**config.mk**
```make
export PLATFORM = sky130hd
export DESIGN_NAME = variable_length_instruction_decoder
export DESIGN_NICKNAME = d
export VERILOG_FILES = /design/src/rtl/vlid_pkg.sv /design/src/rtl/vlid_front.sv /design/src/rtl/vlid_queue.sv /design/src/rtl/vlid_back.sv /design/src/rtl/variable_length_instruction_decoder.sv
export SDC_FILE = /design/constraint.sdc
export NUM_CORES = 1
export LEC_CHECK = 0
export ABC_AREA = 1
export CORE_ASPECT_RATIO = 1.25
export CORE_UTILIZATION = 31
export CTS_CLUSTER_SIZE = 12
export DETAILED_ROUTE_END_ITERATION = 8
export DONT_BUFFER_PORTS = 1
export GPL_TIMING_DRIVEN = 1
export PLACE_DENSITY_LB_ADDON = 0.3
export SLEW_MARGIN = 20
export SYNTH_ARGS = -nofsm -noshare
export SYNTH_HDL_FRONTEND = slang
export SYNTH_SLANG_ARGS = --single-unit
```
**constraint.sdc**
```tcl
create_clock -name clk -period 11 [get_ports clk]
set_input_delay 1.1 -clock clk [delete_from_list [all_inputs] [get_ports clk]]
set_output_delay 1.1 -clock clk [all_outputs]
set_load 0.005 [all_outputs]
```
**src/rtl/vlid_pkg.sv**
```systemverilog
package vlid_pkg;

	// Bit positions inside the opcode byte and the operand descriptor byte
	localparam int OPCODE_SHIFT = 3;
	localparam int SIZE_BIT_POS = 2;
	localparam int MODE_SHIFT   = 5;
	localparam int REG_SHIFT    = 1;

	// Opcodes from this value up have no table entry
	localparam logic [4:0] TABLE_LEN = 5'd26;

	// Queue between classifier and sequencer
	localparam int QUEUE_DEPTH = 4;
	localparam int QUEUE_AW    = $clog2(QUEUE_DEPTH);

	// Addressing modes
	localparam logic [2:0] MODE_IMMED    = 3'd0;
	localparam logic [2:0] MODE_REGDIR   = 3'd1;
	localparam logic [2:0] MODE_REGIND   = 3'd2;
	localparam logic [2:0] MODE_REGIND8  = 3'd3;
	localparam logic [2:0] MODE_REGIND16 = 3'd4;
	localparam logic [2:0] MODE_MEMORY   = 3'd5;

	// Error codes
	localparam logic [1:0] ERR_NONE     = 2'd0;
	localparam logic [1:0] ERR_BAD_MODE = 2'd1;
	localparam logic [1:0] ERR_BAD_OP   = 2'd2;

	typedef struct packed {
		logic [7:0] code_byte;
		logic       restart;
	} code_t;

	typedef struct packed {
		logic [4:0]  opcode;
		logic        byte_ops;
		logic [2:0]  length;
		logic [1:0]  op_count;
		logic [2:0]  mode_a;
		logic [15:0] value_a;
		logic [15:0] extra_a;
		logic [2:0]  mode_b;
		logic [15:0] value_b;
		logic [15:0] extra_b;
		logic [1:0]  error;
	} instr_t;

	// Classified byte as it sits in the queue
	typedef struct packed {
		logic [7:0] code_byte;
		logic       restart;
		logic [4:0] opcode;
		logic       byte_sz;
		logic       bad_op;
		logic [1:0] n_ops;
		logic [2:0] mode;
		logic [3:0] regnum;
	} qent_t;

	// One decoded operand
	typedef struct packed {
		logic [2:0]  mode;
		logic [15:0] value;
		logic [15:0] extra;
	} oper_t;

	// Operand count per opcode
	function automatic logic [1:0] op_count_f(input logic [4:0] opc);
		logic [1:0] n;
		case (opc)
			5'd0, 5'd1, 5'd24, 5'd25:                 n = 2'd0;
			5'd3, 5'd10, 5'd17, 5'd18, 5'd19, 5'd20,
			5'd21, 5'd22, 5'd23:                      n = 2'd1;
			5'd2, 5'd4, 5'd5, 5'd6, 5'd7, 5'd8, 5'd9,
			5'd11, 5'd12, 5'd13, 5'd14, 5'd15, 5'd16: n = 2'd2;
			default:                                  n = 2'd0;
		endcase
		return n;
	endfunction

endpackage

```
**src/rtl/vlid_front.sv**
```systemverilog
module vlid_front import vlid_pkg::*; (
	input  logic  code_valid,
	output logic  code_ready,
	input  code_t code_item,
	input  logic  q_full,
	output logic  q_push,
	output qent_t q_wdata
);

	logic [7:0] b;

	assign b          = code_item.code_byte;
	assign code_ready = !q_full;
	assign q_push     = code_valid && !q_full;

	// Split the byte both ways; the sequencer picks the view its phase needs
	always_comb begin
		q_wdata.code_byte = b;
		q_wdata.restart   = code_item.restart;
		q_wdata.opcode    = b[OPCODE_SHIFT +: 5];
		q_wdata.byte_sz   = !b[SIZE_BIT_POS];
		q_wdata.bad_op    = (b[OPCODE_SHIFT +: 5] >= TABLE_LEN);
		q_wdata.n_ops     = op_count_f(b[OPCODE_SHIFT +: 5]);
		q_wdata.mode      = b[MODE_SHIFT +: 3];
		q_wdata.regnum    = b[REG_SHIFT +: 4];
	end

endmodule

```
**src/rtl/vlid_queue.sv**
```systemverilog
module vlid_queue import vlid_pkg::*; (
	input  logic  clk,
	input  logic  arst_n,
	input  logic  push,
	input  qent_t wdata,
	output logic  full,
	input  logic  pop,
	output logic  not_empty,
	output qent_t rdata
);

	qent_t               mem_q [QUEUE_DEPTH];
	logic [QUEUE_AW-1:0] wr_ptr_q;
	logic [QUEUE_AW-1:0] rd_ptr_q;
	logic [QUEUE_AW:0]   count_q;

	assign full      = (count_q == (QUEUE_AW+1)'(QUEUE_DEPTH));
	assign not_empty = (count_q != '0);
	assign rdata     = mem_q[rd_ptr_q];

	// Store entries
	always_ff @(posedge clk) begin
		if (push) begin
			mem_q[wr_ptr_q] <= wdata;
		end
	end

	// Advance pointers and fill count
	always_ff @(posedge clk or negedge arst_n) begin
		if (!arst_n) begin
			wr_ptr_q <= '0;
			rd_ptr_q <= '0;
			count_q  <= '0;
		end else begin
			if (push) begin
				wr_ptr_q <= wr_ptr_q + QUEUE_AW'(1);
			end
			if (pop) begin
				rd_ptr_q <= rd_ptr_q + QUEUE_AW'(1);
			end
			if (push && !pop) begin
				count_q <= count_q + (QUEUE_AW+1)'(1);
			end else if (pop && !push) begin
				count_q <= count_q - (QUEUE_AW+1)'(1);
			end
		end
	end

endmodule

```
**src/rtl/vlid_back.sv**
```systemverilog
module vlid_back import vlid_pkg::*; (
	input  logic   clk,
	input  logic   arst_n,
	input  logic   q_valid,
	input  qent_t  q_data,
	output logic   q_pop,
	output logic   instr_valid,
	input  logic   instr_ready,
	output instr_t instr_item
);

	localparam logic [1:0] PH_OPCODE = 2'd0;
	localparam logic [1:0] PH_DESC   = 2'd1;
	localparam logic [1:0] PH_EXT1   = 2'd2;
	localparam logic [1:0] PH_EXT2   = 2'd3;

	logic [1:0] phase_q, phase_d;
	logic [4:0] opcode_q, opcode_d;
	logic       size_q, size_d;
	logic [2:0] bcount_q, bcount_d;
	logic       opidx_q, opidx_d;
	logic [1:0] need_q, need_d;
	logic [2:0] mode_q, mode_d;
	logic [3:0] regnum_q, regnum_d;
	logic [7:0] low_q, low_d;
	oper_t      first_q, first_d;

	logic       emit;
	logic [1:0] emit_count;
	logic [1:0] emit_err;
	oper_t      oper_b;
	logic       fin;
	oper_t      fin_op;
	logic [7:0] b;
	instr_t     res;
	logic       out_valid_q;
	instr_t     out_q;

	assign b     = q_data.code_byte;
	assign q_pop = q_valid && (!out_valid_q || instr_ready);

	// Step the decode sequence for the popped byte
	always_comb begin
		phase_d    = phase_q;
		opcode_d   = opcode_q;
		size_d     = size_q;
		bcount_d   = bcount_q;
		opidx_d    = opidx_q;
		need_d     = need_q;
		mode_d     = mode_q;
		regnum_d   = regnum_q;
		low_d      = low_q;
		first_d    = first_q;
		emit       = 1'b0;
		emit_count = 2'd0;
		emit_err   = ERR_NONE;
		oper_b     = '0;
		fin        = 1'b0;
		fin_op     = '0;
		if (q_pop) begin
			if (q_data.restart || phase_q == PH_OPCODE) begin
				opcode_d = q_data.opcode;
				size_d   = q_data.byte_sz;
				bcount_d = 3'd1;
				opidx_d  = 1'b0;
				first_d  = '0;
				if (q_data.bad_op) begin
					need_d   = 2'd0;
					emit     = 1'b1;
					emit_err = ERR_BAD_OP;
				end else begin
					need_d = q_data.n_ops;
					if (q_data.n_ops == 2'd0) begin
						emit = 1'b1;
					end else begin
						phase_d = PH_DESC;
					end
				end
			end else begin
				bcount_d = bcount_q + 3'd1;
				case (phase_q)
					PH_DESC: begin
						mode_d   = q_data.mode;
						regnum_d = q_data.regnum;
						case (q_data.mode)
							MODE_IMMED, MODE_REGIND8, MODE_REGIND16, MODE_MEMORY: begin
								phase_d = PH_EXT1;
							end
							MODE_REGDIR: begin
								fin    = 1'b1;
								fin_op = '{MODE_REGDIR, {12'd0, q_data.regnum}, {15'd0, b[0]}};
							end
							MODE_REGIND: begin
								fin    = 1'b1;
								fin_op = '{MODE_REGIND, {12'd0, q_data.regnum}, 16'd0};
							end
							default: begin
								emit       = 1'b1;
								emit_count = {1'b0, opidx_q};
								emit_err   = ERR_BAD_MODE;
							end
						endcase
					end
					PH_EXT1: begin
						if (mode_q == MODE_REGIND8) begin
							fin    = 1'b1;
							fin_op = '{MODE_REGIND8, {12'd0, regnum_q}, {8'd0, b}};
						end else if (mode_q == MODE_IMMED && size_q) begin
							fin    = 1'b1;
							fin_op = '{MODE_IMMED, {8'd0, b}, 16'd0};
						end else begin
							low_d   = b;
							phase_d = PH_EXT2;
						end
					end
					default: begin
						fin = 1'b1;
						if (mode_q == MODE_REGIND16) begin
							fin_op = '{MODE_REGIND16, {12'd0, regnum_q}, {b, low_q}};
						end else if (mode_q == MODE_MEMORY) begin
							fin_op = '{MODE_MEMORY, {b, low_q}, 16'd0};
						end else begin
							fin_op = '{MODE_IMMED, {b, low_q}, 16'd0};
						end
					end
				endcase
			end
			// Close the operand: hold it as the first, or finish the instruction
			if (fin) begin
				if (!opidx_q) begin
					first_d = fin_op;
					if (need_q >= 2'd2) begin
						opidx_d = 1'b1;
						phase_d = PH_DESC;
					end else begin
						emit       = 1'b1;
						emit_count = 2'd1;
					end
				end else begin
					emit       = 1'b1;
					emit_count = 2'd2;
					oper_b     = fin_op;
				end
			end
			if (emit) begin
				phase_d = PH_OPCODE;
			end
		end
	end

	// Assemble the result transaction
	always_comb begin
		res.opcode   = opcode_d;
		res.byte_ops = size_d;
		res.length   = bcount_d;
		res.op_count = emit_count;
		res.mode_a   = (emit_count != 2'd0) ? first_d.mode : 3'd0;
		res.value_a  = (emit_count != 2'd0) ? first_d.value : 16'd0;
		res.extra_a  = (emit_count != 2'd0) ? first_d.extra : 16'd0;
		res.mode_b   = oper_b.mode;
		res.value_b  = oper_b.value;
		res.extra_b  = oper_b.extra;
		res.error    = emit_err;
	end

	// Hold decode state
	always_ff @(posedge clk or negedge arst_n) begin
		if (!arst_n) begin
			phase_q  <= PH_OPCODE;
			opcode_q <= '0;
			size_q   <= 1'b0;
			bcount_q <= '0;
			opidx_q  <= 1'b0;
			need_q   <= '0;
			mode_q   <= '0;
			regnum_q <= '0;
			low_q    <= '0;
			first_q  <= '0;
		end else begin
			phase_q  <= phase_d;
			opcode_q <= opcode_d;
			size_q   <= size_d;
			bcount_q <= bcount_d;
			opidx_q  <= opidx_d;
			need_q   <= need_d;
			mode_q   <= mode_d;
			regnum_q <= regnum_d;
			low_q    <= low_d;
			first_q  <= first_d;
		end
	end

	// Output register: load on a finished instruction, drop when taken
	always_ff @(posedge clk or negedge arst_n) begin
		if (!arst_n) begin
			out_valid_q <= 1'b0;
		end else if (q_pop && emit) begin
			out_valid_q <= 1'b1;
		end else if (instr_ready) begin
			out_valid_q <= 1'b0;
		end
	end

	always_ff @(posedge clk) begin
		if (q_pop && emit) begin
			out_q <= res;
		end
	end

	assign instr_valid = out_valid_q;
	assign instr_item  = out_q;

endmodule

```
**src/rtl/variable_length_instruction_decoder.sv**
```systemverilog
// Variable-length instruction decoder. Instruction bytes enter on the code
// channel one per transaction; code_item.restart marks a byte to be taken as
// an opcode byte, dropping any partly decoded instruction without a result.
// A decoded instruction leaves on the instr channel when its last byte (or a
// bad opcode or bad addressing mode) has been seen. One byte is taken every
// cycle while the instr side keeps up: a classifier writes each byte into a
// four-entry queue, and a sequencer pops one entry per cycle, while the
// single output register is free or being taken, and registers each result
// there once its last byte has passed the queue. When the output register
// stalls, the queue fills up to four bytes before code_ready drops.
module variable_length_instruction_decoder import vlid_pkg::*; (
	input  logic   clk,
	input  logic   arst_n,
	input  logic   code_valid,
	output logic   code_ready,
	input  code_t  code_item,
	output logic   instr_valid,
	input  logic   instr_ready,
	output instr_t instr_item
);

	logic  q_push;
	logic  q_full;
	logic  q_pop;
	logic  q_valid;
	qent_t q_wdata;
	qent_t q_rdata;

	vlid_front u_front (
		.code_valid (code_valid),
		.code_ready (code_ready),
		.code_item  (code_item),
		.q_full     (q_full),
		.q_push     (q_push),
		.q_wdata    (q_wdata)
	);

	vlid_queue u_queue (
		.clk       (clk),
		.arst_n    (arst_n),
		.push      (q_push),
		.wdata     (q_wdata),
		.full      (q_full),
		.pop       (q_pop),
		.not_empty (q_valid),
		.rdata     (q_rdata)
	);

	vlid_back u_back (
		.clk         (clk),
		.arst_n      (arst_n),
		.q_valid     (q_valid),
		.q_data      (q_rdata),
		.q_pop       (q_pop),
		.instr_valid (instr_valid),
		.instr_ready (instr_ready),
		.instr_item  (instr_item)
	);

endmodule

```
==> impl_results.md, run 1 <==
* Die extent in x at roughly 160 um
* Reg-to-reg setup timing slack at just under 7 ns
* Fin. max-slew vios at 0
* Inserted Clock Buffers at 23
* Crit end category: flip-flop
* Cell depth of the worst flop-to-flop path at 12
* CTS root buf: clkbuf_16
* Mean area per synthesized cell at about 9.3 um^2
* Fin crit share at around two fifths
* Crit path from: u_back.phase_q[0]
* Via count at around 7000
* Drt via density at approximately 4.8
* Hold Violations, Final at 0
* # rows at roughly 70
* Final nets at a little over 1000
* Status: finished clean
* Final min period at about 4.2 ns
* DR pass1 iterations at 7
* H-tree levels at 1
* Die height at slightly below 200 um
* Worst-margin pin slew at 0.998 ns
* Final setup viols at 0
* Clock transition at the registers of the reported paths at approximately 0.060 ns
* FF-to-FF Start: u_back.phase_q[0]
* CP Data Required Time at roughly 11 ns
* RSZ-0062 raised after global routing: false
* Top cells by area, synth: edfxtp_1 (43%), dfrtp_1 (19%), nand2_1 (15%)
* Layout cells sized above 1 at 7.62%
* Global route overflow at 0
* Leading area contributor after synthesis: edfxtp_1
* Number of remaining DRC errors at 0
* Seq/Total Area, Yosys at around three fifths
* N_diodes at 0
* Global-route usage over all layers at between 15 and 20%
* Leakage Power at ~4.6 nW
* Slew HR at 33.5%
* CTS Hold Buffers Added at 0
* # IOs at 98
* Critical Path AT at around 4.3 ns
* Max VDD drop at around 0.0002 V
* Drt wl/cell at 16.5 um
* CTS tree: done
* Clock sink count at a little over 200
* Synth top area share at between 40 and 50%
* Vias in the first global route at 6695
* Antenna violations before repair at 0
* FMAX at ~240 MHz
* Detailed Place HPWL at around 16000 um
* ANT nets after route at 0
* Synth cell types at 44
* Clock latency on the worst-skew pair at 0.50 ns
* Critical path type: reg2reg
* First-pass GRT wire length at approximately 38000 um
* Layout Skew at ~0.012 ns
* Synthesis-to-finish area growth at 10.9%
* Power per Cell Area at 310 nW/um^2
* Post-Syn Area at ~9500 um^2
* Pin count of the biggest net entering global routing at 78
* Mapped Cells at slightly above 1000
* PostCTS Resize Cnt at 0
* Clock Path Buffers at 3
* Post-Syn Nets at between 1000 and 1500
* RR Endpoint: u_back.instr_item[76]
* Final setup TNS at 0 ns
* Setup crit start kind: flip-flop
* Full die area at 31400 um^2
* Initial Util at a little under a third
* Worst hold path class: in2async
* Postcts setup bufs at 0
* GP Congestion at about 0.89
* Flops & latches, synth at approximately 210
* Drt total wl at 23500 um
* Pwr Total at 0.00327 W
* Ys Warns at 0
* Crit-path max FO at 77
* Initial detailed-routing violation count at approximately 630
* Count of input and output buffers at 0
* Core ar. at 30100 um^2
* Hold Slack at between 0.2 and 0.3 ns
* Max_cap viols at 0
-- cell type report --
class	count	area, um^2
clock inverter	5	53.8
timing repair buffer	9	67.6
fill	3017	19600
tap	401	502
inverter	94	355
clock buffer	36	664
multi-input combinational	673	3070
sequential	206	5830
-- kinds of logic after synthesis --
group,after synthesis,share of synthesized area (%)
AOI/OAI and AO/OA,97,5.73
xor gates and xnor gates,5,0.461
adders and majority gates,10,1.40
and+or+nand+nor,560,24.4
DFF,206,61.4
buffers and inverters,141,6.53
muxes,1,0.105
-- Yosys cell counts (all sizes together) --
master,number
dfrtp,71
buf,33
a21oi,17
o22a,1
fa,1
nor4,1
xnor2,1
edfxtp,135
o21ai,59
o21a,2
o22ai,5
ha,9
a22o,1
xor2,4
mux2i,1
o211ai,4
clkbuf,14
inv,93
nor3,7
a31oi,1
nand4,18
a22oi,4
o31ai,2
clkinv,1
nor2,79
and2,1
a211oi,1
nand2,379
or2,6
nand3,69
-- through the flow --
stage / instances / instance area [um^2] / worst slack (ns) / util, %
after global placement: 1383 / 9820 / 6.90 / 32.6
after floorplan: 1020 / 9500 / 5.17 / -
final: 1424 / 10500 / 6.79 / 35.0
after global routing: 1424 / 10500 / 6.35 / 35.0
after CTS: 1424 / 10500 / 6.77 / 35.0
after detailed placement: 1383 / 9820 / 6.81 / 32.6
-- power by group --
group          internal, W  switching [W]
Clock             0.000437       0.000296
Sequential         0.00123       0.000172
Combinational     0.000257       0.000883
Total              0.00192        0.00135
-- placed cells by master, fill, tap and decap left out, drive strengths merged, types with 2 or more instances in the layout --
master  instances
nand4          18
a21oi          17
nand3          69
o21ai          59
nor3            7
o31ai           2
a22oi           4
o21a            2
nand2         379
inv            94
dfrtp          71
clkinv          3
o22ai           5
o211ai          4
xor2            4
buf             9
or2             6
nor2           79
edfxtp        135
ha              9
clkbuf         36
-- critical path, stage by stage, from the launching register on --
cell,delay (ns)
dfrtp_1,0.39
inv_1,0.10
ha_1,0.67
clkinv_1,0.61
nor2_2,0.32
nand3_2,0.34
nand2_1,0.45
inv_4,0.11
nand2_1,0.08
nand2_1,0.06
inv_2,0.09
nor2_4,0.07
buf_4,0.46
-- how the worst max path moves through the flow --
stage	to
detailed placement	u_back.instr_item[72]
floorplan	u_back.instr_item[0]
global route	u_back.instr_item[45]
global placement	u_back.instr_item[45]
CTS	u_back.instr_item[13]
finish	u_back.instr_item[76]
-- layer usage --
metal	wire length, um	share of wire, %	vias to the layer above	track usage [%]
met5	0	0	-	0
met4	643	2.7	0	4.88
met3	1590	6.8	51	3.39
met2	11500	49	239	26.5
met1	9690	41	3207	19.4
li1	-	-	3303	-
-- state kept, by name, summed over array words and instances, names as in the netlist, 3 cells and up --
name,cells
u_back.bcount_q,3
u_back.first_q,35
u_back.instr_item,83
u_back.low_q,8
u_back.mode_q,3
u_back.opcode_q,5
u_back.regnum_q,4
u_queue.count_q,3
u_queue.mem_q,52
Note: power is estimated with default switching activity, not from simulation.
==> inputs of run 2 (changes only) <==
==> constraint.sdc (replaced) <==
create_clock -name clk -period 3.6 [get_ports clk]
set_input_delay 0.36 -clock clk [delete_from_list [all_inputs] [get_ports clk]]
set_output_delay 0.36 -clock clk [all_outputs]
set_load 0.005 [all_outputs]
==> impl_results.md, run 2 (synthesized netlist as in run 1, its figures left out) <==
* Commonest non-fill, non-tap cell in the layout: nand2_1
* PostCTS Resize Cnt at 0 (unchanged)
* Commonest cells after routing, fill and taps aside: nand2_1 (375), edfxtp_1 (135), inv_1 (77)
* Clock latency on the worst-skew pair at 0.53 ns (+0.03 ns)
* Pin count of the biggest net entering global routing at 72 (-7.7%)
* Initial detailed-routing violation count at 541 (-14%)
* Crit end category: flip-flop
* Layout cells sized above 1 at 9.62% (+2.0 points)
* Fin crit share at 87.2% (+49 points)
* Max_cap viols at 0 (unchanged)
* Via count at 6884 (+1.2%)
* Clock Path Buffers at 3 (unchanged)
* Full die area at 31400 um^2 (unchanged)
* Layout Skew at 0.0132 ns (+0.000841 ns)
* Final setup viols at 0 (unchanged)
* First-pass GRT wire length at 37900 um (+0.51%)
* Crit-path cells: inv_1 > ha_1 > nand4_2 > nand2_1 > nor2_2 > nand3_2 > nand2_1 > inv_4 > nand2_1 > nand2_1 > inv_2 > nor2_4 > buf_12
* Worst hold path class: in2reg
* DR pass1 iterations at 5 (-2)
* Global route overflow at 0 (unchanged)
* Hold Slack at 0.0446 ns (-0.250 ns)
* Initial Util at 31.5% (unchanged)
* CTS tree: done
* NetSw at 0.00428 W (+220%)
* ANT nets after route at 0 (unchanged)
* Number of remaining DRC errors at 0 (unchanged)
* Synthesis-to-finish area growth at 14.4%
* Drt wl/cell at 16.4 um (-0.47%)
* Clock transition at the registers of the reported paths at 0.06 ns (about the same)
* Sequential share of power at 40.9% (-1.8 points)
* Global-route usage over all layers at 15.8% (+0.23 points)
* Inserted Clock Buffers at 24 (+4.3%)
* Area post-placement at 10000 um^2 (+1.8%)
* Finished Layout Cells at 1461 (+2.6%)
* Clock sink count at 206 (unchanged)
* Drt via density at 4.71 (-1.3%)
* Antenna violations before repair at 0 (unchanged)
* Status: finished clean
* Critical Path AT at 3.35 ns (-0.98 ns)
* # IOs at 98 (unchanged)
* Core ar. at 30100 um^2 (unchanged)
* N_diodes at 0 (unchanged)
* CTS root buf: clkbuf_16
* Largest register FFs at 83 (unchanged)
* Post-Place Cells at 1405 (+1.6%)
* Power per Cell Area at 951 nW/um^2 (+210%)
* Worst-margin pin slew at 0.601 ns (-0.398 ns)
* Final setup TNS at 0 ns (unchanged)
* Final nets at 1065 (+3.4%)
* Finished Cell Area at 10900 um^2 (+3.1%)
* Die extent in x at 159 um (unchanged)
* Slew HR at 60.0% (+27 points)
* Cell Int Power at 0.00606 W (+220%)
* Vias in the first global route at 6707 (+0.18%)
* Crit-path max FO at 41 (-47%)
* Most used cell, CP: nand2_1
* Critical path type: reg2reg
* Detailed Place HPWL at 16600 um (+5.3%)
* Pwr Total at 0.0103 W (+220%)
* Count of input and output buffers at 0 (unchanged)
* RSZ-0062 raised after global routing: false
* CP Data Required Time at 3.81 ns (-7.31 ns)
* Family with the most delay on the worst path: simple AND/OR/NAND/NOR gates
* Bufs and invs on worst path at 4 (-1)
* Drt total wl at 24000 um (+2.1%)
* GP Congestion at 0.915 (+2.8%)
* # rows at 71 (unchanged)
* Net Sw Frac at 41.4% (+0.12 points)
* Fin. max-slew vios at 0 (unchanged)
* Die height at 198 um (unchanged)
* Final min period at 3.14 ns (-1.07 ns)
* Hold Violations, Final at 0 (unchanged)
* Slowest cell on crit path: dfrtp_1
* CP peak stage delay at 0.43 ns (-0.24 ns)
* Clock network power share at 21.9% (-0.5 points)
* FMAX at 318 MHz (+34%)
* Proportion of power drawn by combinational gates at 37.1% (+2.3 points)
* Leakage Power at 4.78 nW (+3.9%)
* Max VDD drop at 0.000375 V (+87%)
* Setup crit start kind: flip-flop
* H-tree levels at 1 (unchanged)
## run 2: cell type report
class	instances	area, um^2
clock inverters	13	106
flip-flops and latches	206	5830
multi-input cells	673	3060
inverters	94	355
repair buffers	43	383
well taps	401	502
fillers	3012	19200
clock buffers	31	627
## run 2: worst register-to-register path, stage by stage, from the launching register on
cell and delay (ns):
dfrtp_1 0.43, inv_1 0.16, ha_1 0.32, nand4_2 0.29, nand2_1 0.33, nor2_2 0.09, nand3_2 0.09, nand2_1 0.10
inv_4 0.13, nand2_1 0.06, nand2_1 0.07, inv_2 0.06, nor2_4 0.36, buf_12 0.30
## run 2: power by group through the flow
| stage | combinational (W) | sequential (W) | clock, W |
|---|---|---|---|
| CTS | 0.00386 | 0.00426 | 0.00232 |
| floorplan | 0.00264 | 0.00412 | 0 |
| finish | 0.00384 | 0.00423 | 0.00227 |
| detailed placement | 0.00382 | 0.00430 | 0 |
| global placement | 0.00378 | 0.00430 | 0 |
| global route | 0.00430 | 0.00436 | 0.00242 |
## run 2: repair_timing
item                                   4_1_cts  5_1_grt
endpoints found under the hold margin      108        0
setup buffers                                0        0
setup endpoints to repair                    0        0
hold buffers                                12        0
## run 2: path summary, 6_finish.rpt
kind | slack [ns] | start | depth (start not counted) | end
max in group asynchronous | 2.89 | arst_n | 2 | u_queue.rd_ptr_q[1]
setup / recovery | 0.46 | u_back.phase_q[0] | 13 | u_back.instr_item[78]
setup reg to reg | 0.46 | u_back.phase_q[0] | 13 | u_back.instr_item[78]
hold / removal | 0.04 | code_item[3] | 1 | u_queue.mem_q[2][10]
min in group asynchronous | 0.37 | arst_n | 2 | u_back.first_q[29]
hold reg to reg | 0.50 | u_back.opcode_q[3] | 2 | u_back.opcode_q[3]
## run 2: layer usage
| metal | wire length [um] | part of all wire [%] | track usage [%] |
|---|---|---|---|
| met5 | 0 | 0 | 0 |
| met4 | 771 | 3.2 | 6.27 |
| met3 | 1200 | 5.0 | 2.45 |
| met2 | 11800 | 49 | 26.5 |
| met1 | 10200 | 43 | 20.1 |
## run 2: per-stage QoR
step / setup slack [ns] / utilization, %
floorplan: 0.185 / -
global placement: 0.477 / 33.2
detailed placement: 0.470 / 33.2
CTS: 0.466 / 36.1
global route: 0.212 / 36.1
finish: 0.460 / 36.1
